[src/design/lcdsc_pkg.sv]
// ----------------------------------------------------------------------------
// lcd scanout package
// shared types, command codes and fixed sizes of the page-mode lcd controller
// ----------------------------------------------------------------------------
package lcdsc_pkg;

  // display ram: 4096 bytes, split into an even and an odd bank
  localparam int RAM_AW     = 12;
  localparam int PAIR_AW    = RAM_AW - 1;
  localparam int PAIR_DEPTH = 1 << PAIR_AW;
  localparam int PROD_W     = 16;

  typedef enum logic [1:0] {
    MODE_CMD   = 2'd0,
    MODE_WRITE = 2'd1,
    MODE_READ  = 2'd2
  } mode_e;

  localparam logic [7:0] CMD_COL_LO_MAX = 8'h0F;
  localparam logic [7:0] CMD_COL_HI_MIN = 8'h10;
  localparam logic [7:0] CMD_COL_HI_MAX = 8'h17;
  localparam logic [7:0] CMD_OFFSET_MIN = 8'h40;
  localparam logic [7:0] CMD_OFFSET_MAX = 8'h43;
  localparam logic [7:0] CMD_PAGE_MIN   = 8'hB0;
  localparam logic [7:0] CMD_PAGE_MAX   = 8'hBF;
  localparam logic [7:0] CMD_CONTRAST   = 8'h81;
  localparam logic [7:0] CMD_SLEEP_ON   = 8'hA9;
  localparam logic [7:0] CMD_SLEEP_OFF  = 8'hE1;

  localparam logic [7:0] ALPHA_OPAQUE = 8'hFF;

  localparam logic [23:0] SHADE0_RST = 24'hFFFFFF;
  localparam logic [23:0] SHADE1_RST = 24'hAAAAAA;
  localparam logic [23:0] SHADE2_RST = 24'h555555;
  localparam logic [23:0] SHADE3_RST = 24'h000000;

  typedef logic [3:0][23:0] palette_t;

  typedef struct packed {
    logic       sleep;
    logic [7:0] contrast;
    logic [6:0] column;
    logic [3:0] page;
    logic [4:0] start_page;
  } ctrl_t;

endpackage

[src/design/lcdsc_scan.sv]
// ----------------------------------------------------------------------------
// lcd scanout pixel pipeline
// address generation, ram read stage, shade lookup and output register
// ----------------------------------------------------------------------------
module lcdsc_scan import lcdsc_pkg::*; #(
  parameter int SCREEN_WIDTH     = 96,
  parameter int SCREEN_HEIGHT    = 64,
  parameter int COLUMNS_PER_PAGE = 128,
  parameter int PAGES            = 16
) (
  input  logic               clk_i,
  input  logic               rst_ni,
  input  logic               in_valid_i,
  output logic               in_ready_o,
  input  logic [1:0]         mode_i,
  input  logic [6:0]         pixel_x_i,
  input  logic [5:0]         pixel_y_i,
  input  ctrl_t              ctrl_nxt_i,
  input  palette_t           palette_i,
  output logic               rd_en_o,
  output logic [PAIR_AW-1:0] rd_pair_o,
  input  logic [7:0]         rd_even_i,
  input  logic [7:0]         rd_odd_i,
  output logic               out_valid_o,
  input  logic               out_ready_i,
  output logic [63:0]        out_data_o
);

  localparam logic [5:0]        PAGES_C = 6'(PAGES);
  localparam logic [PROD_W-1:0] CPP_C   = PROD_W'(COLUMNS_PER_PAGE);

  logic              accept;
  logic              s1_adv;
  logic              is_read;
  logic              on_screen;
  logic              hit;
  logic [5:0]        page_sum;
  logic [PROD_W-1:0] pair_full;

  logic       s1_valid_q;
  logic       s1_read_q;
  logic       s1_hit_q;
  logic [2:0] s1_bit_q;
  ctrl_t      s1_ctrl_q;

  logic [1:0] shade;
  logic [31:0] argb;

  logic        out_valid_q;
  logic [63:0] out_data_q;

  assign s1_adv     = !out_valid_q || out_ready_i;
  assign in_ready_o = !s1_valid_q || s1_adv;
  assign accept     = in_valid_i && in_ready_o;

  assign is_read   = (mode_i == MODE_READ);
  assign on_screen = ({1'b0, pixel_x_i} < 8'(SCREEN_WIDTH)) &&
                     ({2'b00, pixel_y_i} < 8'(SCREEN_HEIGHT));
  assign hit       = is_read && on_screen && !ctrl_nxt_i.sleep;

  always_comb begin
    page_sum = {3'b000, pixel_y_i[5:3]} + {1'b0, ctrl_nxt_i.start_page};
    for (int i = 0; i < 5; i++) begin
      if (page_sum >= PAGES_C) begin
        page_sum = page_sum - PAGES_C;
      end
    end
  end

  assign pair_full = PROD_W'(page_sum) * CPP_C + PROD_W'(pixel_x_i);
  assign rd_pair_o = pair_full[PAIR_AW-1:0];
  assign rd_en_o   = accept && hit;

  always_ff @(posedge clk_i or negedge rst_ni) begin
    if (!rst_ni) begin
      s1_valid_q <= 1'b0;
    end else if (in_ready_o) begin
      s1_valid_q <= accept;
    end
  end

  always_ff @(posedge clk_i) begin
    if (accept) begin
      s1_read_q <= is_read;
      s1_hit_q  <= hit;
      s1_bit_q  <= pixel_y_i[2:0];
      s1_ctrl_q <= ctrl_nxt_i;
    end
  end

  assign shade = s1_hit_q ? {rd_even_i[s1_bit_q], rd_odd_i[s1_bit_q]} : 2'b00;
  assign argb  = s1_read_q ? {ALPHA_OPAQUE, palette_i[shade]} : 32'h0;

  always_ff @(posedge clk_i or negedge rst_ni) begin
    if (!rst_ni) begin
      out_valid_q <= 1'b0;
    end else if (s1_adv) begin
      out_valid_q <= s1_valid_q;
    end
  end

  always_ff @(posedge clk_i) begin
    if (s1_adv && s1_valid_q) begin
      out_data_q <= {5'b00000, s1_ctrl_q.start_page, s1_ctrl_q.page, s1_ctrl_q.column,
                     s1_ctrl_q.contrast, s1_ctrl_q.sleep, argb, shade};
    end
  end

  assign out_valid_o = out_valid_q;
  assign out_data_o  = out_data_q;

endmodule

[config.mk]
export PLATFORM = sky130hd
export DESIGN_NAME = lcdsc_scan
export DESIGN_NICKNAME = d
export VERILOG_FILES = /design/src/design/lcdsc_pkg.sv /design/src/design/lcdsc_scan.sv
export SDC_FILE = /design/constraint.sdc
export NUM_CORES = 1
export LEC_CHECK = 0
export BUFFER_PORTS_ARGS = -buffer_cell sky130_fd_sc_hd__buf_2
export CAP_MARGIN = 10
export CORE_ASPECT_RATIO = 1.25
export CORE_MARGIN = 2
export CORE_UTILIZATION = 43
export CTS_CLUSTER_DIAMETER = 30
export DETAILED_ROUTE_END_ITERATION = 10
export PLACE_DENSITY = 0.79
export SYNTH_ARGS = -nofsm -noshare
export SYNTH_HDL_FRONTEND = slang
export SYNTH_SLANG_ARGS = --single-unit
[constraint.sdc]
create_clock -name clk_i -period 2.4 [get_ports clk_i]
set_input_delay 0.12 -clock clk_i [delete_from_list [all_inputs] [get_ports clk_i]]
set_output_delay 0.12 -clock clk_i [all_outputs]
set_load 0.02 [all_outputs]
== After elaboration in Yosys (flattened, before gate mapping) ==
Cells that the tools add are included.
Storage, ports and cells
  register bits: 91
  bits in latches: 0
  memory bits (writable): 0
  memory bits (read-only): 0
  input port bits: 156
  output and inout port bits: 78
  memories kept: 0
Operators by class
  add/subtract/negate cells: 7
  $mul: 0
  div/mod/pow operators: 0
  magnitude comparators: 8
  equal/unequal tests: 1
  shift operators: 0
  multiplexer cells: 13
  bitwise gates (word level): 0
  reductions and logical operators: 10
Operators with widths (count)
  $bmux W24 S2: 1
  $mux W32: 1
  $ge A6 B5 Y1 const B: 5
  $mux W24: 1
  $mux W6: 4
  $sub A6 B5 Y6 const B: 4
  $add A11 B7 Y11: 1
  $lt A7 B7 Y1 const B: 1
  $add A3 B5 Y6: 1
  $bmux W1 S3: 2
  $logic_and A1 B1 Y1: 5
  $lt A3 B4 Y1 const B: 1
  $mux W4: 1
  $sub A4 B1 Y4 const B: 1
  $logic_not A1 Y1: 3
  $lt A2 B3 Y1 const B: 1
  $eq A2 B2 Y1 const B: 1
  $logic_or A1 B1 Y1: 2
  $mux W1: 2
  $mux W2: 1

== Depth between registers and ports, before layout ==
  depth after elaboration: 12
  gate-level depth with buffers: 8
  mapped depth without buffers: 5

== Worst setup path after synthesis ==
No wires, ideal clock.
  path kind: reg2reg
  start: reg out_valid_q, in the netlist out_valid_o
  end: reg out_data_q[0], in the netlist out_data_o[0] (enable)
  library setup time: 0.415 ns
  data arrival time: 1.815 ns
  data required time: 1.985 ns
  slack: 0.170 ns
  stages on the path, launching flop included: 3
  buffers on the path: 0
  period minus slack after synthesis: 2.230 ns
  path through: dfrtp_1 > nand2b_1 > and2_1
Between the ends
  longest elaborated chain between the ends: 3
RTL lines
  start, declared: RTL line lcdsc_scan.sv:49  | logic out_valid_q;
  start signal, assigned: RTL line lcdsc_scan.sv:98  | out_valid_q <= s1_valid_q;
  $logic_not A1 Y1: RTL line lcdsc_scan.sv:52  | assign s1_adv = !out_valid_q || out_ready_i;
  $logic_or A1 B1 Y1: RTL line lcdsc_scan.sv:52
  $logic_and A1 B1 Y1: RTL line lcdsc_scan.sv:103  | if (s1_adv && s1_valid_q) begin
  end signal, assigned: RTL line lcdsc_scan.sv:104  | out_data_q <= {5'b00000, s1_ctrl_q.start_page, s1_ctrl_q.page, s1_ctrl_q.column,
  end, declared: RTL line lcdsc_scan.sv:50  | logic [63:0] out_data_q;
Every way passes these cells.
A chain may end at the register's enable or synchronous reset.

== Worst setup path in the final report ==
  start: reg s1_bit_q[0]
  end: reg out_data_q[3], in the netlist out_data_o[3], data pin
Between the ends
  longest elaborated chain between the ends: 5
  elaborated cells between the ends (all ways): 7
RTL lines
  start, declared: RTL line lcdsc_scan.sv:43  | logic [2:0] s1_bit_q;
  start signal, assigned: RTL line lcdsc_scan.sv:86  | s1_bit_q <= pixel_y_i[2:0];
  $bmux W1 S3: RTL line lcdsc_scan.sv:91  | assign shade = s1_hit_q ? {rd_even_i[s1_bit_q], rd_odd_i[s1_bit_q]} : 2'b00;
  $mux W1 (implied by the code): RTL line lcdsc_scan.sv:91
  $mux W2: RTL line lcdsc_scan.sv:91
  net shade[1]: RTL line lcdsc_scan.sv:46  | logic [1:0] shade;
  $bmux W24 S2: RTL line lcdsc_scan.sv:92  | assign argb = s1_read_q ? {ALPHA_OPAQUE, palette_i[shade]} : 32'h0;
  $mux W24 (implied by the code): RTL line lcdsc_scan.sv:92
The timed path passes the listed nets, and every way through them passes these cells. The select of a mux whose other input is x is not followed.

==> flow_metrics.env <==
export IMPL_cp_end_kind="flop"
export IMPL_fin_crit_ns=2.06
export IMPL_synth_top_family_by_area="multiplexers"
export IMPL_yosys_area_share_simple_pct=2.89
export IMPL_highest_layer="met5"
export IMPL_total_leakage_power_nw=2.61
export IMPL_syn_area_per_cell_um2=16.7
export IMPL_finalWirelength_mm=9.86
export IMPL_antenna_found_initial=6
export IMPL_netlist_area_um2=3720
export IMPL_seq_area_frac_synth_pct=67.5
export IMPL_rr_worst_depth=6
export IMPL_required_ns=2.59
export IMPL_crit_type="flop to flop"
export IMPL_setup_viol=0
export IMPL_synthXorXnorAreaFrac_pct=0.471
export IMPL_power_density_nw_per_um2=669
export IMPL_root_buffer="clkbuf_8"
export IMPL_hp_class="input port to flop"
export IMPL_rsz0062_at_grt="no"
export IMPL_ir_drop_mv=0.442
export IMPL_layout_common_cells="buf_2 (218), edfxtp_1 (82), mux2i_1 (53)"
export IMPL_max_clock_freq_mhz=486
export IMPL_cts_path_max_buffers=2
export IMPL_drt_iter0_drc=98
export IMPL_initial_core_util_pct=44.6
export IMPL_h_tree_depth=3
export IMPL_synth_compound_area_share_pct=6.26
export IMPL_yosys_mux_area_fraction_pct=15.5
export IMPL_multiInputGateArea_um2=1010
export IMPL_ys_ff_latch=84
export IMPL_die_h_um=108
export IMPL_rows=37
export IMPL_place_detailed_hpwl_mm=7.27
export IMPL_numPortBuffers=218
export IMPL_max_cap_violations=0
export IMPL_grt_max_degree=53
export IMPL_ys_types=27
export IMPL_drc=0
export IMPL_avgRoutedWirePerCell_um=17.2
export IMPL_ioPinCount=234
export IMPL_coreArea_um2=8330
export IMPL_drtAntennaViolNets=0
export IMPL_drtPass1Iterations=4
export IMPL_routed_wl_met2_mm=4.89
export IMPL_grt_ovfl_total=0
export IMPL_wl_met3_mm=1.03
export IMPL_crit_fanout=24
export IMPL_arrival_ns=2.24
export IMPL_hold_path_cell_count=3
export IMPL_skew_ns=0.0112
export IMPL_numCtsBuffers=9
export IMPL_cts_resized=0
export IMPL_fp_dieW_um=87.2
export IMPL_grt_usage_pct=20.6
export IMPL_dr_total_vias=2843
export IMPL_timing_final_hold_violations=0
export IMPL_grt_pass1_vias=2878
export IMPL_clock_sinks=84
export IMPL_placed_cell_area_um2=4900
export IMPL_drv_slew=0
export IMPL_seq_area_um2=2510
export IMPL_finalCritPeriodShare_pct=85.8
export IMPL_dieArea_um2=9420
export IMPL_setup_tns_ns=0
export IMPL_via_per_inst=4.97
export IMPL_start_kind="flop"
export IMPL_clk_latency_ns=0.35
export IMPL_outcome="finished, final reports clean"
export IMPL_synth_warnings=0
export IMPL_layout_nets=628
export IMPL_clk_pin_slew_worst_paths_ns=0.09
export IMPL_final_common_cell="buf_2"
export IMPL_gp_congestion=0.803
export IMPL_synthCells=223
export IMPL_cts_tree="done"
export IMPL_area_growth_syn_to_layout_pct=46.0
export IMPL_wl_met1_mm=3.65
export IMPL_grt_pass1_wl_mm=14.3
export IMPL_drive_gt1_share_pct=54.5
export IMPL_postLayoutCellArea_um2=5430
export IMPL_fill_cells=608
export IMPL_synthAdderAreaFrac_pct=1.55
==> Yosys cell counts <==
library cell | number | area share [%]
conb_1 | 1 | 0.10
nand3_1 | 1 | 0.13
buf_6 | 2 | 0.61
a21o_1 | 1 | 0.20
nand3b_1 | 2 | 0.40
clkbuf_1 | 1 | 0.10
a22oi_1 | 1 | 0.20
buf_2 | 8 | 1.1
mux2i_1 | 53 | 14
dfrtp_1 | 2 | 1.3
a21oi_1 | 1 | 0.13
fa_1 | 1 | 0.54
xnor2_1 | 1 | 0.24
nor2b_1 | 3 | 0.50
nand4_1 | 1 | 0.17
nor2_1 | 2 | 0.20
mux4_2 | 2 | 1.2
o22ai_2 | 10 | 3.4
and2_1 | 3 | 0.50
buf_4 | 19 | 3.8
nand2b_1 | 4 | 0.67
xor2_1 | 1 | 0.24
ha_1 | 3 | 1.0
o22ai_1 | 14 | 2.4
nand2_1 | 3 | 0.30
inv_1 | 1 | 0.10
edfxtp_1 | 82 | 66
==> final timing paths <==
kind | from | slack (ns) | endpoint
min in group asynchronous | rst_ni | 0.07 | s1_valid_q
min reg2reg | s1_ctrl_q[9] | 0.42 | out_data_o[43]
min | out_ready_i | 0.06 | out_valid_o
max in group asynchronous | rst_ni | 2.24 | out_valid_o
max | s1_bit_q[0] | 0.34 | out_data_o[3]
max reg2reg | s1_bit_q[0] | 0.34 | out_data_o[3]
==> cell type report <==
type | instances | area share, %
diodes | 2 | 0.0921
clock buffers | 10 | 2.35
clock inverters | 6 | 1.73
inverters | 1 | 0.0691
multi-input cells | 112 | 18.6
flip-flops and latches | 84 | 46.3
well taps | 97 | 2.23
repair buffers | 260 | 28.7
==> registers in the layout (all words and copies together) (netlist names) <==
signal and cells:
s1_read_q 1, out_data_o 52, out_valid_o 1, s1_bit_q 3
s1_valid_q 1, s1_ctrl_q 25, s1_hit_q 1
==> cells by family (layout without fill, tap and decap cells) <==
| group | count (synthesis) | after routing |
|---|---|---|
| and+or+nand+nor | 19 | 19 |
| DFF | 84 | 84 |
| muxes | 55 | 55 |
| other | 1 | 7 |
| xor gates and xnor gates | 2 | 2 |
| adders and majority gates | 4 | 4 |
| buffers and inverters | 31 | 277 |
| AOI/OAI and AO/OA | 27 | 27 |
==> layer usage <==
layer,global-route usage [%],vias to the layer above
met4,8.57,8
met1,23.2,1308
met5,0,-
met3,8.24,28
met2,34.8,166
li1,-,1333
==> through the flow <==
step	total power, mW	worst slack, ns	utilization (%)	instances	hold WS [ns]
2_1_floorplan	2.23	0.170	-	227	-0.176
3_3_place_gp	2.48	0.152	58.8	523	-0.0941
3_5_place_dp	2.50	0.111	58.8	523	-0.0949
4_1_cts	3.67	0.107	65.0	569	0.0252
5_1_grt	3.79	0.218	65.2	571	0.0384
6_report	3.63	0.342	65.2	572	0.0586
==> report_power, final <==
part	switching (mW)	total, mW	internal, mW
Clock	0.532	1.13	0.600
Combinational	0.383	0.713	0.330
Sequential	0.0376	1.79	1.75
==> repair_timing <==
action                                  4_1_cts  5_1_grt
setup buffers                                 0        1
endpoints found under the setup margin        0        9
endpoints found under the hold margin        31        0
hold buffers                                 30        0
==> worst max-delay path, cell delays in order, from the launching register on <==
cell and delay [ns]:
edfxtp_1 0.55, mux4_2 0.56, mux2i_1 0.13, nor2b_1 0.08
nand2b_1 0.13, buf_4 0.23, o22ai_1 0.20
Power figures use the tool's default switching activity.
