## src/design/lcdsc_pkg.sv

```systemverilog
// ----------------------------------------------------------------------------
// lcd scanout package
// shared types, command codes and fixed sizes of the page-mode lcd controller
// ----------------------------------------------------------------------------
package lcdsc_pkg;

  // display ram: 4096 bytes, split into an even and an odd bank
  localparam int RAM_AW     = 12;
  localparam int PAIR_AW    = RAM_AW - 1;
  localparam int PAIR_DEPTH = 1 << PAIR_AW;
  localparam int PROD_W     = 16;

  typedef enum logic [1:0] {
    MODE_CMD   = 2'd0,
    MODE_WRITE = 2'd1,
    MODE_READ  = 2'd2
  } mode_e;

  localparam logic [7:0] CMD_COL_LO_MAX = 8'h0F;
  localparam logic [7:0] CMD_COL_HI_MIN = 8'h10;
  localparam logic [7:0] CMD_COL_HI_MAX = 8'h17;
  localparam logic [7:0] CMD_OFFSET_MIN = 8'h40;
  localparam logic [7:0] CMD_OFFSET_MAX = 8'h43;
  localparam logic [7:0] CMD_PAGE_MIN   = 8'hB0;
  localparam logic [7:0] CMD_PAGE_MAX   = 8'hBF;
  localparam logic [7:0] CMD_CONTRAST   = 8'h81;
  localparam logic [7:0] CMD_SLEEP_ON   = 8'hA9;
  localparam logic [7:0] CMD_SLEEP_OFF  = 8'hE1;

  localparam logic [7:0] ALPHA_OPAQUE = 8'hFF;

  localparam logic [23:0] SHADE0_RST = 24'hFFFFFF;
  localparam logic [23:0] SHADE1_RST = 24'hAAAAAA;
  localparam logic [23:0] SHADE2_RST = 24'h555555;
  localparam logic [23:0] SHADE3_RST = 24'h000000;

  typedef logic [3:0][23:0] palette_t;

  typedef struct packed {
    logic       sleep;
    logic [7:0] contrast;
    logic [6:0] column;
    logic [3:0] page;
    logic [4:0] start_page;
  } ctrl_t;

endpackage

```

## src/design/lcdsc_cmd_decode.sv

```systemverilog
// ----------------------------------------------------------------------------
// lcd scanout command decoder
// holds the controller registers and decodes command and argument bytes
// ----------------------------------------------------------------------------
module lcdsc_cmd_decode import lcdsc_pkg::*; (
  input  logic       clk_i,
  input  logic       rst_ni,
  input  logic       cmd_valid_i,
  input  logic [7:0] cmd_byte_i,
  output ctrl_t      ctrl_o,
  output ctrl_t      ctrl_nxt_o
);

  typedef enum logic [1:0] {
    PH_WAIT,
    PH_CONTRAST,
    PH_OFFSET
  } phase_e;

  phase_e phase_q, phase_d;
  ctrl_t  ctrl_q, ctrl_d;

  always_comb begin
    phase_d = phase_q;
    ctrl_d  = ctrl_q;
    if (cmd_valid_i) begin
      unique case (phase_q)
        PH_CONTRAST: begin
          ctrl_d.contrast = cmd_byte_i;
          phase_d         = PH_WAIT;
        end
        PH_OFFSET: begin
          ctrl_d.start_page = cmd_byte_i[7:3];
          phase_d           = PH_WAIT;
        end
        default: begin
          phase_d = PH_WAIT;
          if (cmd_byte_i <= CMD_COL_LO_MAX) begin
            ctrl_d.column[3:0] = cmd_byte_i[3:0];
          end else if (cmd_byte_i >= CMD_COL_HI_MIN && cmd_byte_i <= CMD_COL_HI_MAX) begin
            ctrl_d.column[6:4] = cmd_byte_i[2:0];
          end else if (cmd_byte_i >= CMD_OFFSET_MIN && cmd_byte_i <= CMD_OFFSET_MAX) begin
            phase_d = PH_OFFSET;
          end else if (cmd_byte_i >= CMD_PAGE_MIN && cmd_byte_i <= CMD_PAGE_MAX) begin
            ctrl_d.page = cmd_byte_i[3:0];
          end else if (cmd_byte_i == CMD_CONTRAST) begin
            phase_d = PH_CONTRAST;
          end else if (cmd_byte_i == CMD_SLEEP_ON) begin
            ctrl_d.sleep = 1'b1;
          end else if (cmd_byte_i == CMD_SLEEP_OFF) begin
            ctrl_d.sleep = 1'b0;
          end
        end
      endcase
    end
  end

  always_ff @(posedge clk_i or negedge rst_ni) begin
    if (!rst_ni) begin
      phase_q <= PH_WAIT;
      ctrl_q  <= '0;
    end else begin
      phase_q <= phase_d;
      ctrl_q  <= ctrl_d;
    end
  end

  assign ctrl_o     = ctrl_q;
  assign ctrl_nxt_o = ctrl_d;

endmodule

```

## config.mk

```make
export PLATFORM = sky130hd
export DESIGN_NAME = lcdsc_cmd_decode
export DESIGN_NICKNAME = d
export VERILOG_FILES = /design/src/design/lcdsc_pkg.sv /design/src/design/lcdsc_cmd_decode.sv
export SDC_FILE = /design/constraint.sdc
export NUM_CORES = 1
export LEC_CHECK = 0
export ABC_AREA = 1
export BUFFER_PORTS_ARGS = -buffer_cell sky130_fd_sc_hd__clkbuf_2
export CAP_MARGIN = 10
export CELL_PAD_IN_SITES_DETAIL_PLACEMENT = 1
export CELL_PAD_IN_SITES_GLOBAL_PLACEMENT = 1
export CORE_MARGIN = 5
export CORE_UTILIZATION = 29
export DETAILED_ROUTE_END_ITERATION = 7
export PLACE_DENSITY_LB_ADDON = 0.05
export SYNTH_ARGS = -nofsm -noshare
export SYNTH_HDL_FRONTEND = slang
export SYNTH_SLANG_ARGS = --single-unit
```

## constraint.sdc

```tcl
create_clock -name clk_i -period 1.1 [get_ports clk_i]
set_input_delay 0.11 -clock clk_i [delete_from_list [all_inputs] [get_ports clk_i]]
set_output_delay 0.11 -clock clk_i [all_outputs]
set_load 0.1 [all_outputs]
```

==> impl_results.md, run 1 <==
* Status: did not finish
* Stopping stage: 5_1_grt
* First error: [ERROR DPL-0033] detailed placement checks failed during check placement.
* Root Buffer: clkbuf_8
* Largest net degree at the start of global routing at 17
* Initial antenna violation count at 1
* Sequential share of the synthesized area at 0.549
* Initial core utilization at 0.303
* Dpl hpwl at a little under 5 mm
* Die Y-Extent at around 75 um
* Synth Cell Area at roughly 1200 sq um
* Synth unique cells at 20
* Yosys reg bits at 27
* IO Count at 61
* Buffer levels on the longest clock path at 2
* Dpl cell area at between 2000 and 3000 sq um
* IO Port Bufs at 60
* Syn avg cell area at 9.33 sq um
* H-tree depth at 1
* Net Count, Synth at ~150
* GPL Wtd Cong at roughly 0.84
* Post-Synthesis Cells at ~130
* Synth warn at 0
* Die W at 75.2 um
* Row count at 23
* WEP type: output port
* CTS Sinks at 27
* GR repair worst EP: ctrl_nxt_o[7]
* CTS buffer count at 3
[Yosys cell counts, drive strengths merged]
master | instances | area share
dfrtp | 27 | 0.55
nand2 | 43 | 0.15
nor3 | 2 | 0.0081
inv | 11 | 0.034
a21oi | 1 | 0.013
nor2 | 11 | 0.048
nand4 | 7 | 0.041
ha | 2 | 0.020
nand3 | 4 | 0.037
clkinv | 1 | 0.0071
o21ai | 22 | 0.089
buf | 1 | 0.0091
[metrics by stage]
step | instances | setup slack, ns | TNS, ns | utilization
4_1_cts | 284 | -0.881 | -26.12 | 0.771
3_5_place_dp | 273 | -0.587 | -16.21 | 0.720
2_1_floorplan | 132 | -0.644 | -20.91 | -
3_3_place_gp | 273 | -0.447 | -11.02 | 0.720
[timing repair]
action / in CTS
setup buffers: 6
endpoints found under the setup margin: 50
hold endpoints to repair: 14
pin swaps: 10
resized for setup: 27
hold buffers: 1
cloned: 1
[kinds of logic after synthesis]
group	share of synthesized area
fa+ha+maj	0.0203
buf+inv	0.0498
flops	0.549
simple gates	0.278
compound gates	0.103
==> run 2: changes to the inputs <==
- CELL_PAD_IN_SITES_DETAIL_PLACEMENT: 1 -> not set
- CELL_PAD_IN_SITES_GLOBAL_PLACEMENT: 1 -> not set
- CORE_UTILIZATION: 29 -> 20
- PLACE_DENSITY_LB_ADDON: 0.05 -> 0.15
- clock period: 1.1 -> 1.43 ns (I/O delays scaled with it)
==> run 2 against run 1 <==
Against the previous run:
- the flow now finishes, with violations (setup timing)
- synthesized cell count unchanged
- area after synthesis did not move
==> impl_results.md, run 2 <==
* Slew at the pin closest to its max-slew limit at between 0.5 and 0.6 ns
* Crit start category: flop
* Pre-Repair DR Iteration Count at 4
* Setup Viol. Count Final at 25
* CTS Sinks at 27 (unchanged)
* F_max at roughly 0.52 GHz
* Post-synth top cells: 40 x nand2_1, 27 x dfrtp_1, 18 x o21ai_0
* Max-capacitance violation count at 0
* WP data required at ~1.3 ns
* Die Y-Extent at 88.5 um (+18%)
* Type of the worst setup path: reg -> out
* GPL Wtd Cong at 0.704 (-16%)
* Total number of vias at 1215
* Synth unique cells at 20 (unchanged)
* Area occupied by registers at between 600 and 700 sq um
* Worst-path cell chain: ha_4, nand2_8, a21oi_4, nand4_1, nand2_8, buf_12
* Pwr Density at approximately 1700 nW/um^2
* Post-synth EDFFs at 0 (unchanged)
* Post-Synthesis Cells at 132 (unchanged)
* Area occupied by multi-input gates at ~900 sq um
* Ranking of synthesized cells by area: dfrtp_1 55%, nand2_1 12%, o21ai_0 7.3%, inv_1 3.0%, nand4_1 3.0%
* RSZ-0062 raised after global routing: true
* Reg2Reg Setup Slack at 0.01 ns
* Number of global-route vias before repair at 1355
* Die area at between 7000 and 8000 sq um
* Slew HR at 0.635
* Clk_skew at between 0.002 and 0.0025 ns
* Buffer levels on the longest clock path at 2 (unchanged)
* Most frequent cells in the layout: 35 x clkbuf_2, 25 x buf_12, 22 x nand2_1, 20 x buf_4, 19 x o21ai_4
* Pleak at about 1.2 nW
* Slowest-stage cell, CP: dfrtp_1
* Row count at 28 (+22%)
* Fillers at approximately 590
* # nets final at 233
* CTS buffer count at 3 (unchanged)
* Failing checks: setup timing
* Worst vdd ir at just under 1 mV
* Ant diodes at 0
* Worst Hold Class: in -> reg
* Most common cell in the netlist: nand2_1
* Period Utilization, post-route at 1.33
* Top cell type's share of synthesized area at 0.549 (unchanged)
* Synth Cell Area at 1230 sq um (unchanged)
* DR iter-0 viols at 26
* Fin crit period at around 1.9 ns
* Dpl hpwl at 3.22 mm (-33%)
* Crit-path most repeated cell: nand2_8
* Final hold violation count at 0
* Die W at 88.5 um (+18%)
* Net Count, Synth at 145 (unchanged)
* Max stage delay on crit path at 0.42 ns
* Worst skew pair latency at between 0.2 and 0.3 ns
* Initial core utilization at 0.207 (-0.0967)
* Initial antenna violation count at 0
* Synth warn at 0 (unchanged)
* Routed Antenna Nets at 0
* CTS clock-pin slew for the worst setup and hold paths at around 0.1 ns
* Post-route cell area at approximately 2700 sq um
* Top_reg_cell synth: dfrtp_1
* CP max FO at 5
* Crit path capture type: output pin
* Global-route wire length before repair at 6.60 mm
* Pins Over Slew Limit at 0
* Worst path bufs/invs at 1
* Sequential share of the synthesized area at 0.549 (unchanged)
* Syn avg cell area at 9.33 sq um (unchanged)
* Commonest non-fill, non-tap cell in the layout: clkbuf_2
* # DRC at 0
* Status: finished with violations
* Area growth from synthesis to layout at 115%
* Avg WL per Cell at about 13 um
* Largest area contributor in the netlist: dfrtp_1
* Root Buffer: clkbuf_8
* TNS Setup at -8.50 ns
* IO Count at 61 (unchanged)
* Final worst slack at -0.476 ns
* Max FFs per register at 25
* Largest net degree at the start of global routing at 28
* Core area at ~6000 sq um
* CTS tree: built
* Share of cells above drive strength 1 at 0.708
* Global route overflow at 0
* Dpl cell area at 2490 sq um (-15%)
* Crit path DAT at roughly 1.8 ns
* Crit path max-delay family: simple AND/OR/NAND/NOR gates
* IO Port Bufs at 60 (unchanged)
* Final wirelength at a little under 4 mm
* Async SR Flop Fraction at 1.00 (unchanged)
* Tot GR Track Use at 0.108
* H-tree depth at 1 (unchanged)
* Yosys reg bits at 27 (unchanged)
* Via-to-Cell Ratio at a little over 4
==> run 2: repair_timing <==
item / 4_1_cts / 5_1_grt
hold buffers: 1 / 0
pin swaps: 4 / 6
setup buffers: 2 / 2
endpoints found under the hold margin: 27 / 0
resized for setup: 14 / 10
endpoints found under the setup margin: 25 / 33
==> run 2: tightest hold or removal path, cell delays in order <==
cell and delay (ns):
clkbuf_2 0.12, nand2_2 0.09, nand2_4 0.05
==> run 2: final timing paths <==
check,cells past startpoint,to,start
max in group asynchronous,3,ctrl_o[15]$_DFF_PN0_,rst_ni
min in group asynchronous,3,ctrl_o[2]$_DFF_PN0_,rst_ni
min reg2reg,2,ctrl_o[0]$_DFF_PN0_,ctrl_o[0]$_DFF_PN0_
min,3,ctrl_o[15]$_DFF_PN0_,cmd_byte_i[2]
max,6,ctrl_nxt_o[6],phase_q[1]$_DFFE_PN0P_
max reg2reg,7,ctrl_o[14]$_DFF_PN0_,phase_q[1]$_DFFE_PN0P_
==> run 2: final cells by class <==
type                            count  share of cell area
Clock buffer                        3              0.0156
Inverter                           12              0.0189
Sequential cell                    27               0.261
Tap cell                           75              0.0354
Clock inverter                      1             0.00283
Timing Repair Buffer               84               0.328
Multi-Input combinational cell     92               0.339
==> run 2: power breakdown <==
part / internal (mW) / switching [mW]
combinational: 0.793 / 2.29
clock: 0.198 / 0.254
sequential: 0.897 / 0.0772
total: 1.89 / 2.62
==> run 2: layer usage <==
layer,track usage,share of wire,vias to the layer above,routed length [um]
li1,-,-,611,-
met1,0.138,0.43,560,1650
met2,0.179,0.49,42,1880
met3,0.0363,0.083,2,322
met4,0.0206,0.0036,0,14
met5,0,0,-,0
==> run 2: cell families after synthesis <==
group / Yosys count / synth area share
AND/OR/NAND/NOR: 67 / 0.278
flip-flops: 27 / 0.549
adder cells (fa/ha/maj): 2 / 0.0203
buffers and inverters: 13 / 0.0498
AO/OA/AOI/OAI: 23 / 0.103
==> run 2: stage by stage <==
stage	hold WS [ns]	worst slack, ns	utilization	std cells	power [mW]
floorplan	-0.153	-0.314	-	132	3.18
global placement	0.178	-0.161	0.418	286	4.03
detailed placement	0.175	-0.196	0.418	286	4.03
CTS	0.148	-0.502	0.437	292	4.53
global route	0.165	-0.565	0.445	294	4.68
finish	0.170	-0.476	0.445	294	4.50
Note: power is estimated with default switching activity, not from simulation.
==> run 3: changes to the inputs <==
- ABC_AREA: 1 -> 0
==> run 3 against run 2 <==
Against the previous run:
- the run still ends with setup timing left
- sequential share of layout area increased by 2.1 points
- count of clock-buffer cells in the layout unchanged
- maximum frequency decreased by 15%
- register-to-register slack got worse by 0.38 ns
- largest cell class is now buffers
- highest routed layer unchanged
==> impl_results.md, run 3 <==
* Die Y-Extent at 85.2 um (-3.7%)
* CTS tree: built
* Post-layout util at 0.448 (+0.00248)
* Synth Area in Compound Gates at 0.0399 (-0.0628)
* Final wirelength at 3.85 mm (-0.34%)
* Avg WL per Cell at 15.5 um (+18%)
* Die area at 7250 sq um (-7.3%)
* Ranking of synthesized cells by area: dfrtp_1 60%, mux2_2 16%, mux2_4 5.3%, o21ai_0 2.7%, nor4b_1 2.3%
* GPL Wtd Cong at 0.693 (-1.6%)
* CTS clock-pin slew for the worst setup and hold paths at 0.10 ns (about the same)
* Buffer levels on the longest clock path at 2 (unchanged)
* Fin cells at 248 (-16%)
* Sequential share of the synthesized area at 0.598 (+0.0492)
* Top layer in use: met4
* Post-route cell area at 2470 sq um (-7.0%)
* Type of the worst setup path: reg -> out
* Synth warn at 0 (unchanged)
* Post-synth top cells: 27 x dfrtp_1, 16 x mux2_2, 6 x nand2_1, 6 x o21ai_0, 5 x inv_1
* Largest family of logic cells by synthesized area: multiplexers
* Area growth from synthesis to layout at 118%
* Global route overflow at 0 (unchanged)
* Max-capacitance violation count at 0 (unchanged)
* Met2 Wirelength at 2.11 mm (+12%)
* IO Port Bufs at 60 (unchanged)
* Mux share of post-synthesis cell area at 0.213 (+0.213)
* Status: finished with violations
* Pins Over Slew Limit at 0 (unchanged)
* Final worst slack at -0.811 ns (-0.335 ns)
* Slew HR at 0.526 (-0.108)
* # DRC at 0 (unchanged)
* Pleak at 1.18 nW (+1.5%)
* Routed Antenna Nets at 0 (unchanged)
* Dpl hpwl at 2.97 mm (-7.8%)
* Ant diodes at 0 (unchanged)
* Yosys reg bits at 27 (unchanged)
* Commonest non-fill, non-tap cell in the layout: clkbuf_2
* Placed Cells incl. Taps at 232 (-19%)
* Syn avg cell area at 13.8 sq um (+48%)
* Fin crit period at 2.24 ns (+0.335 ns)
* Post-synth EDFFs at 0 (unchanged)
* Most common cell in the netlist: dfrtp_1
* CTS buffer count at 3 (unchanged)
* Number of global-route vias before repair at 1181 (-13%)
* Post-Synthesis Cells at 82 (-38%)
* Worst skew pair latency at 0.28 ns (about the same)
* Initial core utilization at 0.205 (-0.00154)
* Hold Slack at 0.223 ns (+0.0527 ns)
* Synth unique cells at 19 (-5.0%)
* Top_reg_cell synth: dfrtp_1
* Setup Viol. Count Final at 36 (+44%)
* Synth Cell Area at 1130 sq um (-8.2%)
* Tot GR Track Use at 0.109 (+0.00123)
* XOR/XNOR Fraction of Synth Area at 0 (unchanged)
* Crit path DAT at 2.10 ns (+0.34 ns)
* Wire length on met3 at 154 um (-52%)
* Root Buffer: clkbuf_8
* F_max at 0.446 GHz (-15%)
* CP max FO at 4 (-1)
* Clk_skew at 0.00418 ns (+0.00199 ns)
* Core area at 5510 sq um (-7.5%)
* # nets final at 190 (-18%)
* Net Count, Synth at 95 (-34%)
* Slew at the pin closest to its max-slew limit at 0.711 ns (+0.160 ns)
* Via-to-Cell Ratio at 4.16 (+0.69%)
* H-tree depth at 1 (unchanged)
* Final total power at 4.44 mW (-1.4%)
* Largest net degree at the start of global routing at 28 (unchanged)
* Largest area contributor in the netlist: dfrtp_1
* Synth Area in Adders at 0.0221 (+0.00182)
* Simple-gate portion of the synthesized area at 0.104 (-0.174)
* Pre-Repair DR Iteration Count at 3 (-1)
* Period Utilization, post-route at 1.57 (+0.234)
* Crit path capture type: output pin
* Top cell type's share of synthesized area at 0.598 (+0.0492)
* DR iter-0 viols at 8 (-69%)
* Die W at 85.2 um (-3.7%)
* Pwr Density at 1800 nW/um^2 (+6.0%)
* Worst Hold Class: in -> reg
* Share of cells above drive strength 1 at 0.841 (+0.133)
* Row count at 27 (-3.6%)
* RSZ-0062 raised after global routing: true
* Failing checks: setup timing
* Crit start category: flop
* Worst vdd ir at 0.863 mV (-13%)
* Dpl cell area at 2230 sq um (-11%)
* CTS Sinks at 27 (unchanged)
* IO Count at 61 (unchanged)
* Total number of vias at 1032 (-15%)
* WP data required at 1.29 ns (about the same)
* Initial antenna violation count at 0 (unchanged)
* Max FFs per register at 25 (unchanged)
* Async SR Flop Fraction at 1.00 (unchanged)
* Final hold violation count at 0 (unchanged)
* Most frequent cells in the layout: 35 x clkbuf_2, 26 x buf_12, 24 x buf_4, 20 x mux2_4
* Metal1 wirelength at 1.53 mm (-7.3%)
* Global-route wire length before repair at 6.30 mm (-4.6%)
## run 3: changes by cell type in the layout (fill, tap and decap cells not counted), sizes merged, moves of 5 or more
cell / before / now
buf: 48 / 54
nand2: 43 / 8
inv: 11 / 5
o21ai: 22 / 6
nor2: 11 / 1
mux2: 0 / 20
nand4: 7 / 2
## run 3: final timing paths
kind / startpoint / to / slack [ns] / cells past startpoint
setup / recovery: phase_q[1]$_DFFE_PN0P_ / ctrl_nxt_o[10] / -0.81 / 5
hold / removal: cmd_byte_i[3] / phase_q[0]$_DFFE_PN0P_ / 0.22 / 4
setup reg to reg: phase_q[1]$_DFFE_PN0P_ / ctrl_o[7]$_DFF_PN0_ / -0.37 / 8
hold reg to reg: ctrl_o[0]$_DFF_PN0_ / ctrl_o[0]$_DFF_PN0_ / 0.55 / 2
max in group asynchronous: rst_ni / ctrl_o[24]$_DFF_PN0_ / 0.46 / 2
min in group asynchronous: rst_ni / ctrl_o[23]$_DFF_PN0_ / 0.45 / 2
## run 3: report_power, final
part	switching (mW)	leakage, nW	total (mW)	internal, mW
sequential	0.0738	0.329	0.970	0.896
clock	0.247	0.0255	0.443	0.196
combinational	2.22	0.821	3.03	0.810
## run 3: cell families after synthesis
| kind of cell | count (synthesis) |
|---|---|
| compound gates | 8 |
| buf+inv | 6 |
| fa+ha+maj | 2 |
| flops | 27 |
| simple gates | 19 |
| mux | 20 |
## run 3: what timing repair did
item / 4_1_cts / 5_1_grt
setup endpoints to repair: 36 / 36
pin swaps: 5 / 3
hold buffers: 1 / 0
hold endpoints to repair: 27 / 0
setup buffers: 4 / 7
gates cloned: 1 / 0
gates resized for setup: 8 / 9
## run 3: metrics by stage
stage | setup WS [ns] | TNS [ns]
CTS | -0.817 | -15.56
global route | -0.879 | -18.57
detailed placement | -0.514 | -7.88
global placement | -0.487 | -7.15
floorplan | -0.444 | -8.41
finish | -0.811 | -15.90
## run 3: final cells by class
class,instances,area [sq um]
clock buffers,3,41.3
clock inverters,1,5.00
fillers,500,3040
inverters,5,21.3
multi-input cells,50,682
flip-flops and latches,27,696
well taps,72,90.1
repair buffers,90,931
## run 3: layer usage
layer / global-route usage / up-vias
met5: 0 / -
met2: 0.200 / 25
met4: 0.0446 / 0
li1: - / 487
met1: 0.125 / 515
met3: 0.0184 / 5
## run 3: critical path: stages, from the launching register on
cell and delay, ns:
dfrtp_1 0.41, ha_4 0.30, nand2_4 0.05, or4b_4 0.54, mux2_4 0.35, buf_12 0.17
